File: src/hw/rtl/fxnc_pkg.sv
// Shared types, constants and arithmetic helpers for the filtered-x LMS noise canceller.
// Used by the controller, the datapath and the top level; depends on nothing else.
package fxnc_pkg;

    localparam int SAMPLE_BITS = 16;
    localparam int ADAPT_TAPS  = 20;
    localparam int SEC_TAPS    = 5;
    localparam int WEIGHT_TAPS = 7;
    localparam int REF_DEPTH   = (ADAPT_TAPS > SEC_TAPS) ? ADAPT_TAPS : SEC_TAPS;

    localparam int FRAC_BITS   = 12;
    localparam int WFIR_FRAC   = 15;
    localparam int WGT_FRAC    = 24;
    localparam int STEP_FRAC   = 16;
    localparam int WGT_W       = 32;
    localparam int STEP_W      = 16;

    // Multiplier operand and accumulator widths.
    localparam int SE_W   = STEP_W + SAMPLE_BITS + 1;
    localparam int A_W    = (WGT_W > SE_W) ? WGT_W : SE_W;
    localparam int B_W    = ((STEP_W > SAMPLE_BITS) ? STEP_W : SAMPLE_BITS) + 1;
    localparam int P_W    = A_W + B_W;
    localparam int ACC_W  = P_W + $clog2(REF_DEPTH + WEIGHT_TAPS) + 2;

    // Sequencer counter and per-array index widths.
    localparam int MAX_LEN = (REF_DEPTH > WEIGHT_TAPS) ? REF_DEPTH : WEIGHT_TAPS;
    localparam int CNT_W   = $clog2(MAX_LEN + 2);
    localparam int IDX_W   = ($clog2(MAX_LEN) > 0) ? $clog2(MAX_LEN) : 1;
    localparam int REF_IW  = ($clog2(REF_DEPTH) > 0) ? $clog2(REF_DEPTH) : 1;
    localparam int ADP_IW  = ($clog2(ADAPT_TAPS) > 0) ? $clog2(ADAPT_TAPS) : 1;
    localparam int SEC_IW  = ($clog2(SEC_TAPS) > 0) ? $clog2(SEC_TAPS) : 1;
    localparam int WFT_IW  = $clog2(WEIGHT_TAPS);

    // Configuration register map.
    localparam int NUM_SEC_REGS  = 5;
    localparam int NUM_CFG_REGS  = NUM_SEC_REGS + 1;
    localparam int CFG_AW        = $clog2(NUM_CFG_REGS);
    localparam int REG_STEP_SIZE = NUM_SEC_REGS;
    localparam logic [STEP_W-1:0] STEP_RESET = STEP_W'(26214);

    localparam logic signed [SAMPLE_BITS-1:0] SEC_RESET [NUM_SEC_REGS] = '{
        SAMPLE_BITS'(2048), SAMPLE_BITS'(492), SAMPLE_BITS'(4096),
        SAMPLE_BITS'(7373), SAMPLE_BITS'(6922)
    };

    // Weighting FIR taps, 0.2 scale folded in, signed Q0.15.
    localparam logic signed [15:0] WFIR_COEF [WEIGHT_TAPS] = '{
        16'sd4133, -16'sd8266, -16'sd4133, 16'sd16531, -16'sd4133, -16'sd8266, 16'sd4133
    };

    typedef enum logic [1:0] {ST_IDLE, ST_RUN, ST_OUT} state_t;

    typedef enum logic [2:0] {OP_NONE, OP_LOAD, OP_MAC, OP_FIN, OP_OUT} op_t;

    // Processing phases, in the order that the sequencer runs them.
    typedef enum logic [2:0] {
        SRC_SECX, SRC_WFX, SRC_ADAPT, SRC_SECA, SRC_WFE, SRC_STEP, SRC_UPD
    } src_t;

    typedef struct packed {
        op_t              op;
        src_t             src;
        logic [IDX_W-1:0] idx;
    } cmd_t;

    typedef struct packed {
        logic out_full;
    } status_t;

    // Number of multiply-accumulates in each phase.
    function automatic logic [CNT_W-1:0] phase_len(input src_t s);
        logic [CNT_W-1:0] n;
        unique case (s)
            SRC_SECX, SRC_SECA: n = CNT_W'(SEC_TAPS);
            SRC_WFX, SRC_WFE:   n = CNT_W'(WEIGHT_TAPS);
            SRC_ADAPT, SRC_UPD: n = CNT_W'(ADAPT_TAPS);
            SRC_STEP:           n = CNT_W'(1);
            default:            n = CNT_W'(1);
        endcase
        return n;
    endfunction

    // Round half up, then arithmetic shift right.
    function automatic logic signed [ACC_W-1:0] rnd_shr(input logic signed [ACC_W-1:0] v,
                                                         input int s);
        logic signed [ACC_W-1:0] half;
        half = ACC_W'(1) <<< (s - 1);
        return (v + half) >>> s;
    endfunction

    function automatic logic signed [SAMPLE_BITS-1:0] sat_samp(
            input logic signed [ACC_W-1:0] v);
        logic signed [ACC_W-1:0] hi;
        logic signed [ACC_W-1:0] lo;
        hi = (ACC_W'(1) <<< (SAMPLE_BITS - 1)) - ACC_W'(1);
        lo = -hi - ACC_W'(1);
        if (v > hi) return hi[SAMPLE_BITS-1:0];
        if (v < lo) return lo[SAMPLE_BITS-1:0];
        return v[SAMPLE_BITS-1:0];
    endfunction

    function automatic logic signed [WGT_W-1:0] sat_wgt(input logic signed [ACC_W-1:0] v);
        logic signed [ACC_W-1:0] hi;
        logic signed [ACC_W-1:0] lo;
        hi = (ACC_W'(1) <<< (WGT_W - 1)) - ACC_W'(1);
        lo = -hi - ACC_W'(1);
        if (v > hi) return hi[WGT_W-1:0];
        if (v < lo) return lo[WGT_W-1:0];
        return v[WGT_W-1:0];
    endfunction

endpackage

File: src/hw/rtl/fxnc_ctrl.sv
// Sequencer for the noise canceller: runs the filter and update phases for one item.
// Depends on fxnc_pkg; drives the datapath through a cmd_t each cycle.
module fxnc_ctrl (
    input  logic                 aclk,
    input  logic                 aresetn,
    input  logic                 s_tvalid,
    output logic                 s_tready,
    input  fxnc_pkg::status_t    status,
    output fxnc_pkg::cmd_t       cmd
);

    localparam logic [fxnc_pkg::CNT_W-1:0] CNT_ONE = fxnc_pkg::CNT_W'(1);

    fxnc_pkg::state_t                 state_reg, state_next;
    fxnc_pkg::src_t                   src_reg, src_next;
    logic [fxnc_pkg::CNT_W-1:0]       cnt_reg, cnt_next;
    logic [fxnc_pkg::CNT_W-1:0]       len;

    assign len = fxnc_pkg::phase_len(src_reg);

    always_ff @(posedge aclk) begin
        if (!aresetn) begin
            state_reg <= fxnc_pkg::ST_IDLE;
            src_reg   <= fxnc_pkg::SRC_SECX;
            cnt_reg   <= '0;
        end else begin
            state_reg <= state_next;
            src_reg   <= src_next;
            cnt_reg   <= cnt_next;
        end
    end

    // Next state: each phase issues its MACs, waits for the last product to drain, then finishes.
    always_comb begin
        state_next = state_reg;
        src_next   = src_reg;
        cnt_next   = cnt_reg;
        unique case (state_reg)
            fxnc_pkg::ST_IDLE: begin
                if (s_tvalid) begin
                    state_next = fxnc_pkg::ST_RUN;
                    src_next   = fxnc_pkg::SRC_SECX;
                    cnt_next   = '0;
                end
            end
            fxnc_pkg::ST_RUN: begin
                if (cnt_reg == len + CNT_ONE) begin
                    cnt_next = '0;
                    if (src_reg == fxnc_pkg::SRC_UPD) begin
                        state_next = fxnc_pkg::ST_OUT;
                    end else begin
                        src_next = fxnc_pkg::src_t'(src_reg + 3'd1);
                    end
                end else begin
                    cnt_next = cnt_reg + CNT_ONE;
                end
            end
            fxnc_pkg::ST_OUT: begin
                if (!status.out_full) begin
                    state_next = fxnc_pkg::ST_IDLE;
                end
            end
            default: state_next = fxnc_pkg::ST_IDLE;
        endcase
    end

    // Command outputs.
    always_comb begin
        s_tready = 1'b0;
        cmd.op   = fxnc_pkg::OP_NONE;
        cmd.src  = src_reg;
        cmd.idx  = cnt_reg[fxnc_pkg::IDX_W-1:0];
        unique case (state_reg)
            fxnc_pkg::ST_IDLE: begin
                s_tready = 1'b1;
                if (s_tvalid) cmd.op = fxnc_pkg::OP_LOAD;
            end
            fxnc_pkg::ST_RUN: begin
                if (cnt_reg < len) begin
                    cmd.op = fxnc_pkg::OP_MAC;
                end else if (cnt_reg != len) begin
                    cmd.op = fxnc_pkg::OP_FIN;
                end
            end
            fxnc_pkg::ST_OUT: begin
                if (!status.out_full) cmd.op = fxnc_pkg::OP_OUT;
            end
            default: cmd.op = fxnc_pkg::OP_NONE;
        endcase
    end

`ifndef NO_ASSERTIONS
    a_accept_starts: assert property (@(posedge aclk) disable iff (!aresetn)
        (s_tvalid && s_tready) |=> (state_reg == fxnc_pkg::ST_RUN &&
                                    src_reg == fxnc_pkg::SRC_SECX && cnt_reg == '0))
        else $error("accepted item did not start the first phase");
    a_cnt_bound: assert property (@(posedge aclk) disable iff (!aresetn)
        (state_reg == fxnc_pkg::ST_RUN) |-> (cnt_reg <= len + CNT_ONE))
        else $error("phase counter ran past its phase");
    a_out_done: assert property (@(posedge aclk) disable iff (!aresetn)
        (state_reg == fxnc_pkg::ST_OUT && !status.out_full) |=>
        (state_reg == fxnc_pkg::ST_IDLE))
        else $error("result hand-off did not return to idle");
`endif

endmodule

File: config.mk
export PLATFORM = sky130hd
export DESIGN_NAME = fxnc_ctrl
export DESIGN_NICKNAME = d
export VERILOG_FILES = /design/src/hw/rtl/fxnc_pkg.sv /design/src/hw/rtl/fxnc_ctrl.sv
export SDC_FILE = /design/constraint.sdc
export NUM_CORES = 1
export LEC_CHECK = 0
export BUFFER_PORTS_ARGS = -buffer_cell sky130_fd_sc_hd__buf_4
export CORE_ASPECT_RATIO = 1.1
export CORE_MARGIN = 2
export CORE_UTILIZATION = 42
export CTS_CLUSTER_DIAMETER = 40
export DETAILED_ROUTE_END_ITERATION = 7
export GPL_ROUTABILITY_DRIVEN = 0
export GPL_TIMING_DRIVEN = 0
export PLACE_DENSITY_LB_ADDON = 0.15
export SLEW_MARGIN = 20
export SYNTH_ARGS = -nofsm -noshare
export SYNTH_HDL_FRONTEND = slang
export SYNTH_SLANG_ARGS = --single-unit
File: constraint.sdc
create_clock -name aclk -period 2.58 [get_ports aclk]
set_input_delay 0.516 -clock aclk [delete_from_list [all_inputs] [get_ports aclk]]
set_output_delay 0.516 -clock aclk [all_outputs]
set_load 0.01 [all_outputs]
Yosys cells after proc, flatten, opt, wreduce, memory -nomap -nowiden
Index checks and enable logic that the tools add are counted.
{"block": "word_totals", "register_bits": 10, "in_bits": 4, "output_inout_bits": 12, "wordCells": 49}
{"block": "classes", "addsub": 3, "n_lt_le_gt_ge": 1, "n_eq_ne": 14, "muxes": 19, "reduce_logical": 9}
{"op": "case mux 5 bit (3 select lines)", "n": 1}
{"op": "2-to-1 mux 2 bit", "n": 6}
{"op": "2-to-1 mux 3 bit", "n": 4}
{"op": "adder 5 x 1 -> 5 bit (second input constant)", "n": 2}
{"op": "2-to-1 mux 5 bit", "n": 2}
{"op": "!= test 2 bit (second input constant)", "n": 5}
{"op": "case mux 5 bit (2 select lines)", "n": 1}
{"op": "case mux 3 bit (3 select lines)", "n": 1}
{"op": "AND reduction 4 bit", "n": 2}
{"op": "equality test 3 x 2 -> 1 bit (second input constant)", "n": 2}
{"op": "equality test 3 bit (second input constant)", "n": 2}
{"op": "case mux 2 bit (3 select lines)", "n": 1}
{"op": "case mux 3 bit (2 select lines)", "n": 1}
{"op": "OR reduction 2 bit", "n": 3}
{"op": "equality test 5 bit", "n": 1}
{"op": "< comparator 5 bit", "n": 1}
{"op": "!= test 5 bit", "n": 1}
{"op": "adder 3 x 1 -> 3 bit (second input constant)", "n": 1}
{"op": "equality test 3 x 1 -> 1 bit (second input constant)", "n": 1}
{"op": "zero test 3 bit", "n": 1}
{"op": "equality test 2 x 1 -> 1 bit (second input constant)", "n": 1}
{"op": "equality test 2 bit (second input constant)", "n": 1}
{"op": "zero test 2 bit", "n": 1}
{"op": "2-to-1 mux 1 bit", "n": 2}
{"op": "2 further kinds", "n": 2}

Depth between registers and ports, before layout
{"block": "depth", "ltp_word": 7, "mapped_depth": 11, "ltp_nobuf": 10}

Worst setup path before layout
No wires, ideal clock.
{"block": "synth_timing", "path_type": "reg-to-output", "start": "register src_reg[0]", "end": "output cmd[8] in the netlist's numbering", "arrival_time_ns": 1.952, "required_ns": 2.064, "slack_ns": 0.112, "stages_incl_launch_ff": 11, "n_path_buf": 1, "path_cell_list": "dfxtp_1 > buf_6 > inv_1 > ha_1 > mux2_2 > inv_2 > ha_1 > nand4b_1 > or2_1 > nand3_1 > a21oi_1"}
{"element": "start: declaration", "line_no": "fxnc_ctrl.sv:15", "text": "fxnc_pkg::src_t src_reg, src_next;"}
{"element": "start signal: assignment", "line_no": "fxnc_ctrl.sv:24", "text": "src_reg <= fxnc_pkg::SRC_SECX;"}
{"element": "start signal: assignment", "line_no": "fxnc_ctrl.sv:28", "text": "src_reg <= src_next;"}
{"element": "end: declaration", "line_no": "fxnc_ctrl.sv:9", "text": "output fxnc_pkg::cmd_t cmd"}

==> impl_metrics.json <==
{
  "ff2ff_path_depth": 10,
  "global_route.usage.total_pct": 21.7,
  "routed_via_density": 5.73,
  "ant_nets": 0,
  "maxClockFrequency_ghz": 0.380,
  "path_class": "reg2out",
  "slew_limit_fails": 0,
  "largest_net_degree_at_the_start_of_global_routing": 11,
  "netlist_area_um2": 930,
  "areaGrowthSynthToFinish_pct": 40.1,
  "failed_checks": "setup timing",
  "final-seq-area_um2": 208,
  "max-cap-violations": 0,
  "ctsHoldBuffers": 0,
  "wl_per_cell_um": 14.6,
  "firstDrtPassIters": 5,
  "worst_hold_path_type": "reg2reg",
  "timing.final.crit_share_pct": 102,
  "worst_rel_slew_slack_pct": 59.8,
  "worstSetupStartpointType": "flop",
  "final_common_cell": "buf_4",
  "final_nets": 154,
  "multiInputGateArea_um2": 744,
  "synth_cell_type_count": 44,
  "ff2ff_setup_slack_ps": 190,
  "finalPower_mw": 0.363,
  "num_cts_buffers": 3,
  "rsz0062_at_grt": "true",
  "place.detailed.instances": 152,
  "die_area_um2": 2610,
  "report.final.setup_viol": 2,
  "cts-root-buf": "clkbuf_4",
  "drt_iter0_markers": 16,
  "die-width_um": 48.9,
  "worst_r2r_startpoint": "src_reg[0]",
  "mostFrequentLayoutCells": "buf_4 (26), nand2_1 (8), dfxtp_1 (8)",
  "yosys_warnings": 0,
  "postSynthNetCount": 122,
  "critPathRequiredTime_ps": 2060,
  "dp_area_um2": 1080,
  "tightestPinTransition_ps": 597,
  "worstHoldEndpoint": "cnt_reg[4]",
  "finalWirelength_um": 2460,
  "setup-tns-final_ps": -105,
  "preCtsSetupSlack_ps": -73.6,
  "die-height_um": 53.3,
  "end_kind": "primary output",
  "post_synth.cell_area_avg_um2": 8.53,
  "path_max_fanout": 5,
  "dp_hpwl_um": 1670,
  "layout_setup_ws_ps": -54.7,
  "antenna_found_initial": 0,
  "synth.ff_latch_count": 10,
  "antennaDiodeCount": 0,
  "postSynthCellCount": 109,
  "max-vdd-ir-drop_mv": 0.221,
  "cellLeakagePower_nw": 0.531,
  "report.final.hold_viol_count": 0,
  "number_of_cells_traversed_by_the_worst_hold_path": 2,
  "hold-worst-slack_ps": 562,
  "final_layout_size_suffix_gt1_share_pct": 40.0,
  "synth_edf_count": 0,
  "grt.overflow.total": 0,
  "largest_reg_flops": 5,
  "cts-htree-levels": 1,
  "io_buffer_count": 15,
  "asyncSetResetFlopFracSynth_pct": 0,
  "grt_pass1_vias": 977,
  "final-instance-count-excl-fill": 168,
  "num-fill-cells": 192,
  "layout_min_cycle_time_ps": 2630,
  "outcome": "finished, violations left",
  "tritoncts": "built",
  "rows": 17,
  "hp-start": "cnt_reg[4]",
  "arrival_ps": 2120,
  "bufs_on_longest_clock_path": 2,
  "most_frequently_used_flop_master_after_synthesis": "dfxtp_1",
  "wire_length_of_the_first_global_routing_pass_um": 4320,
  "skew_ps": 3.90,
  "starting_utilization_of_the_core_area_pct": 45.5,
  "detail_route.drc_violations": 0,
  "final_area_um2": 1300,
  "r2r_end": "src_reg[0]",
  "clock-sinks": 10,
  "top_level_ports": 16,
  "cts.clk_slew.worst_paths_ps": 70,
  "yosysSeqAreaShare_pct": 21.5,
  "total_via_count_after_detailed_routing": 962,
  "postLayoutCoreUtil_pct": 63.8,
  "power_per_cell_area_nw_per_um2": 279,
  "fp.coreArea_um2": 2040,
  "insertion_delay_ps": 270
}
==> worst max-delay path: stages, from the launching register on <==
cell	delay (ps)
dfxtp_4	360
buf_6	130
inv_6	60
ha_4	120
mux2_4	150
inv_2	40
ha_4	140
a211o_1	260
a21oi_2	180
o21ai_1	110
nand3_2	90
a21oi_2	60
buf_4	150
==> kinds of logic (layout without fill, tap and decap cells) <==
kind of cell / Yosys count / count (layout) / share of synthesized area, %
fa+ha+maj: 9 / 9 / 12.1
flops: 10 / 10 / 21.5
compound gates: 35 / 35 / 30.6
mux: 2 / 2 / 2.29
simple gates: 41 / 41 / 26.2
buf+inv: 12 / 43 / 7.27
==> metal layers <==
layer,global-route usage (%),vias to the layer above,routed length (µm)
met5,0,-,0
met4,8.57,0,34
met3,1.98,5,66
met2,37.7,24,1170
met1,27.8,460,1190
li1,-,473,-
==> power breakdown <==
group	switching, mW	leakage, nW	internal (mW)
combinational	0.0324	0.427	0.0243
clock	0.0602	0.0210	0.0859
sequential	0.00485	0.0828	0.155
total	0.0975	0.531	0.266
==> worst max path at each step <==
stage	to	from
final	cmd[8]	src_reg[0]
after global routing	cmd[8]	src_reg[0]
after CTS	cmd[9]	src_reg[0]
after detailed placement	cmd[8]	src_reg[0]
after global placement	cmd[8]	src_reg[0]
after floorplan	cmd[8]	src_reg[0]
==> cell usage after synthesis, types with 4 or more instances <==
master   number  share of area, %
nand3_1       7               3.8
nor2_1        4               1.6
ha_1          9                12
nand2_1       8               3.2
nor2b_1       5               3.4
dfxtp_1      10                22
inv_1         4               1.6
a21oi_1       7               3.8
==> layout make-up <==
class | count | area share, %
buffer | 6 | 3.46
clock buffer | 4 | 2.79
inverter | 6 | 2.11
multi-input combinational | 87 | 57.2
sequential | 10 | 15.9
tap | 28 | 2.69
timing repair buffer | 27 | 15.9
==> timing repair <==
item / 4_1_cts / 5_1_grt
endpoints found under the setup margin: 2 / 2
buffers inserted: 11 / 1
pin swaps: 11 / 7
gates resized for setup: 20 / 2
hold endpoints to repair: 0 / 0
Power figures use the tool's default switching activity.
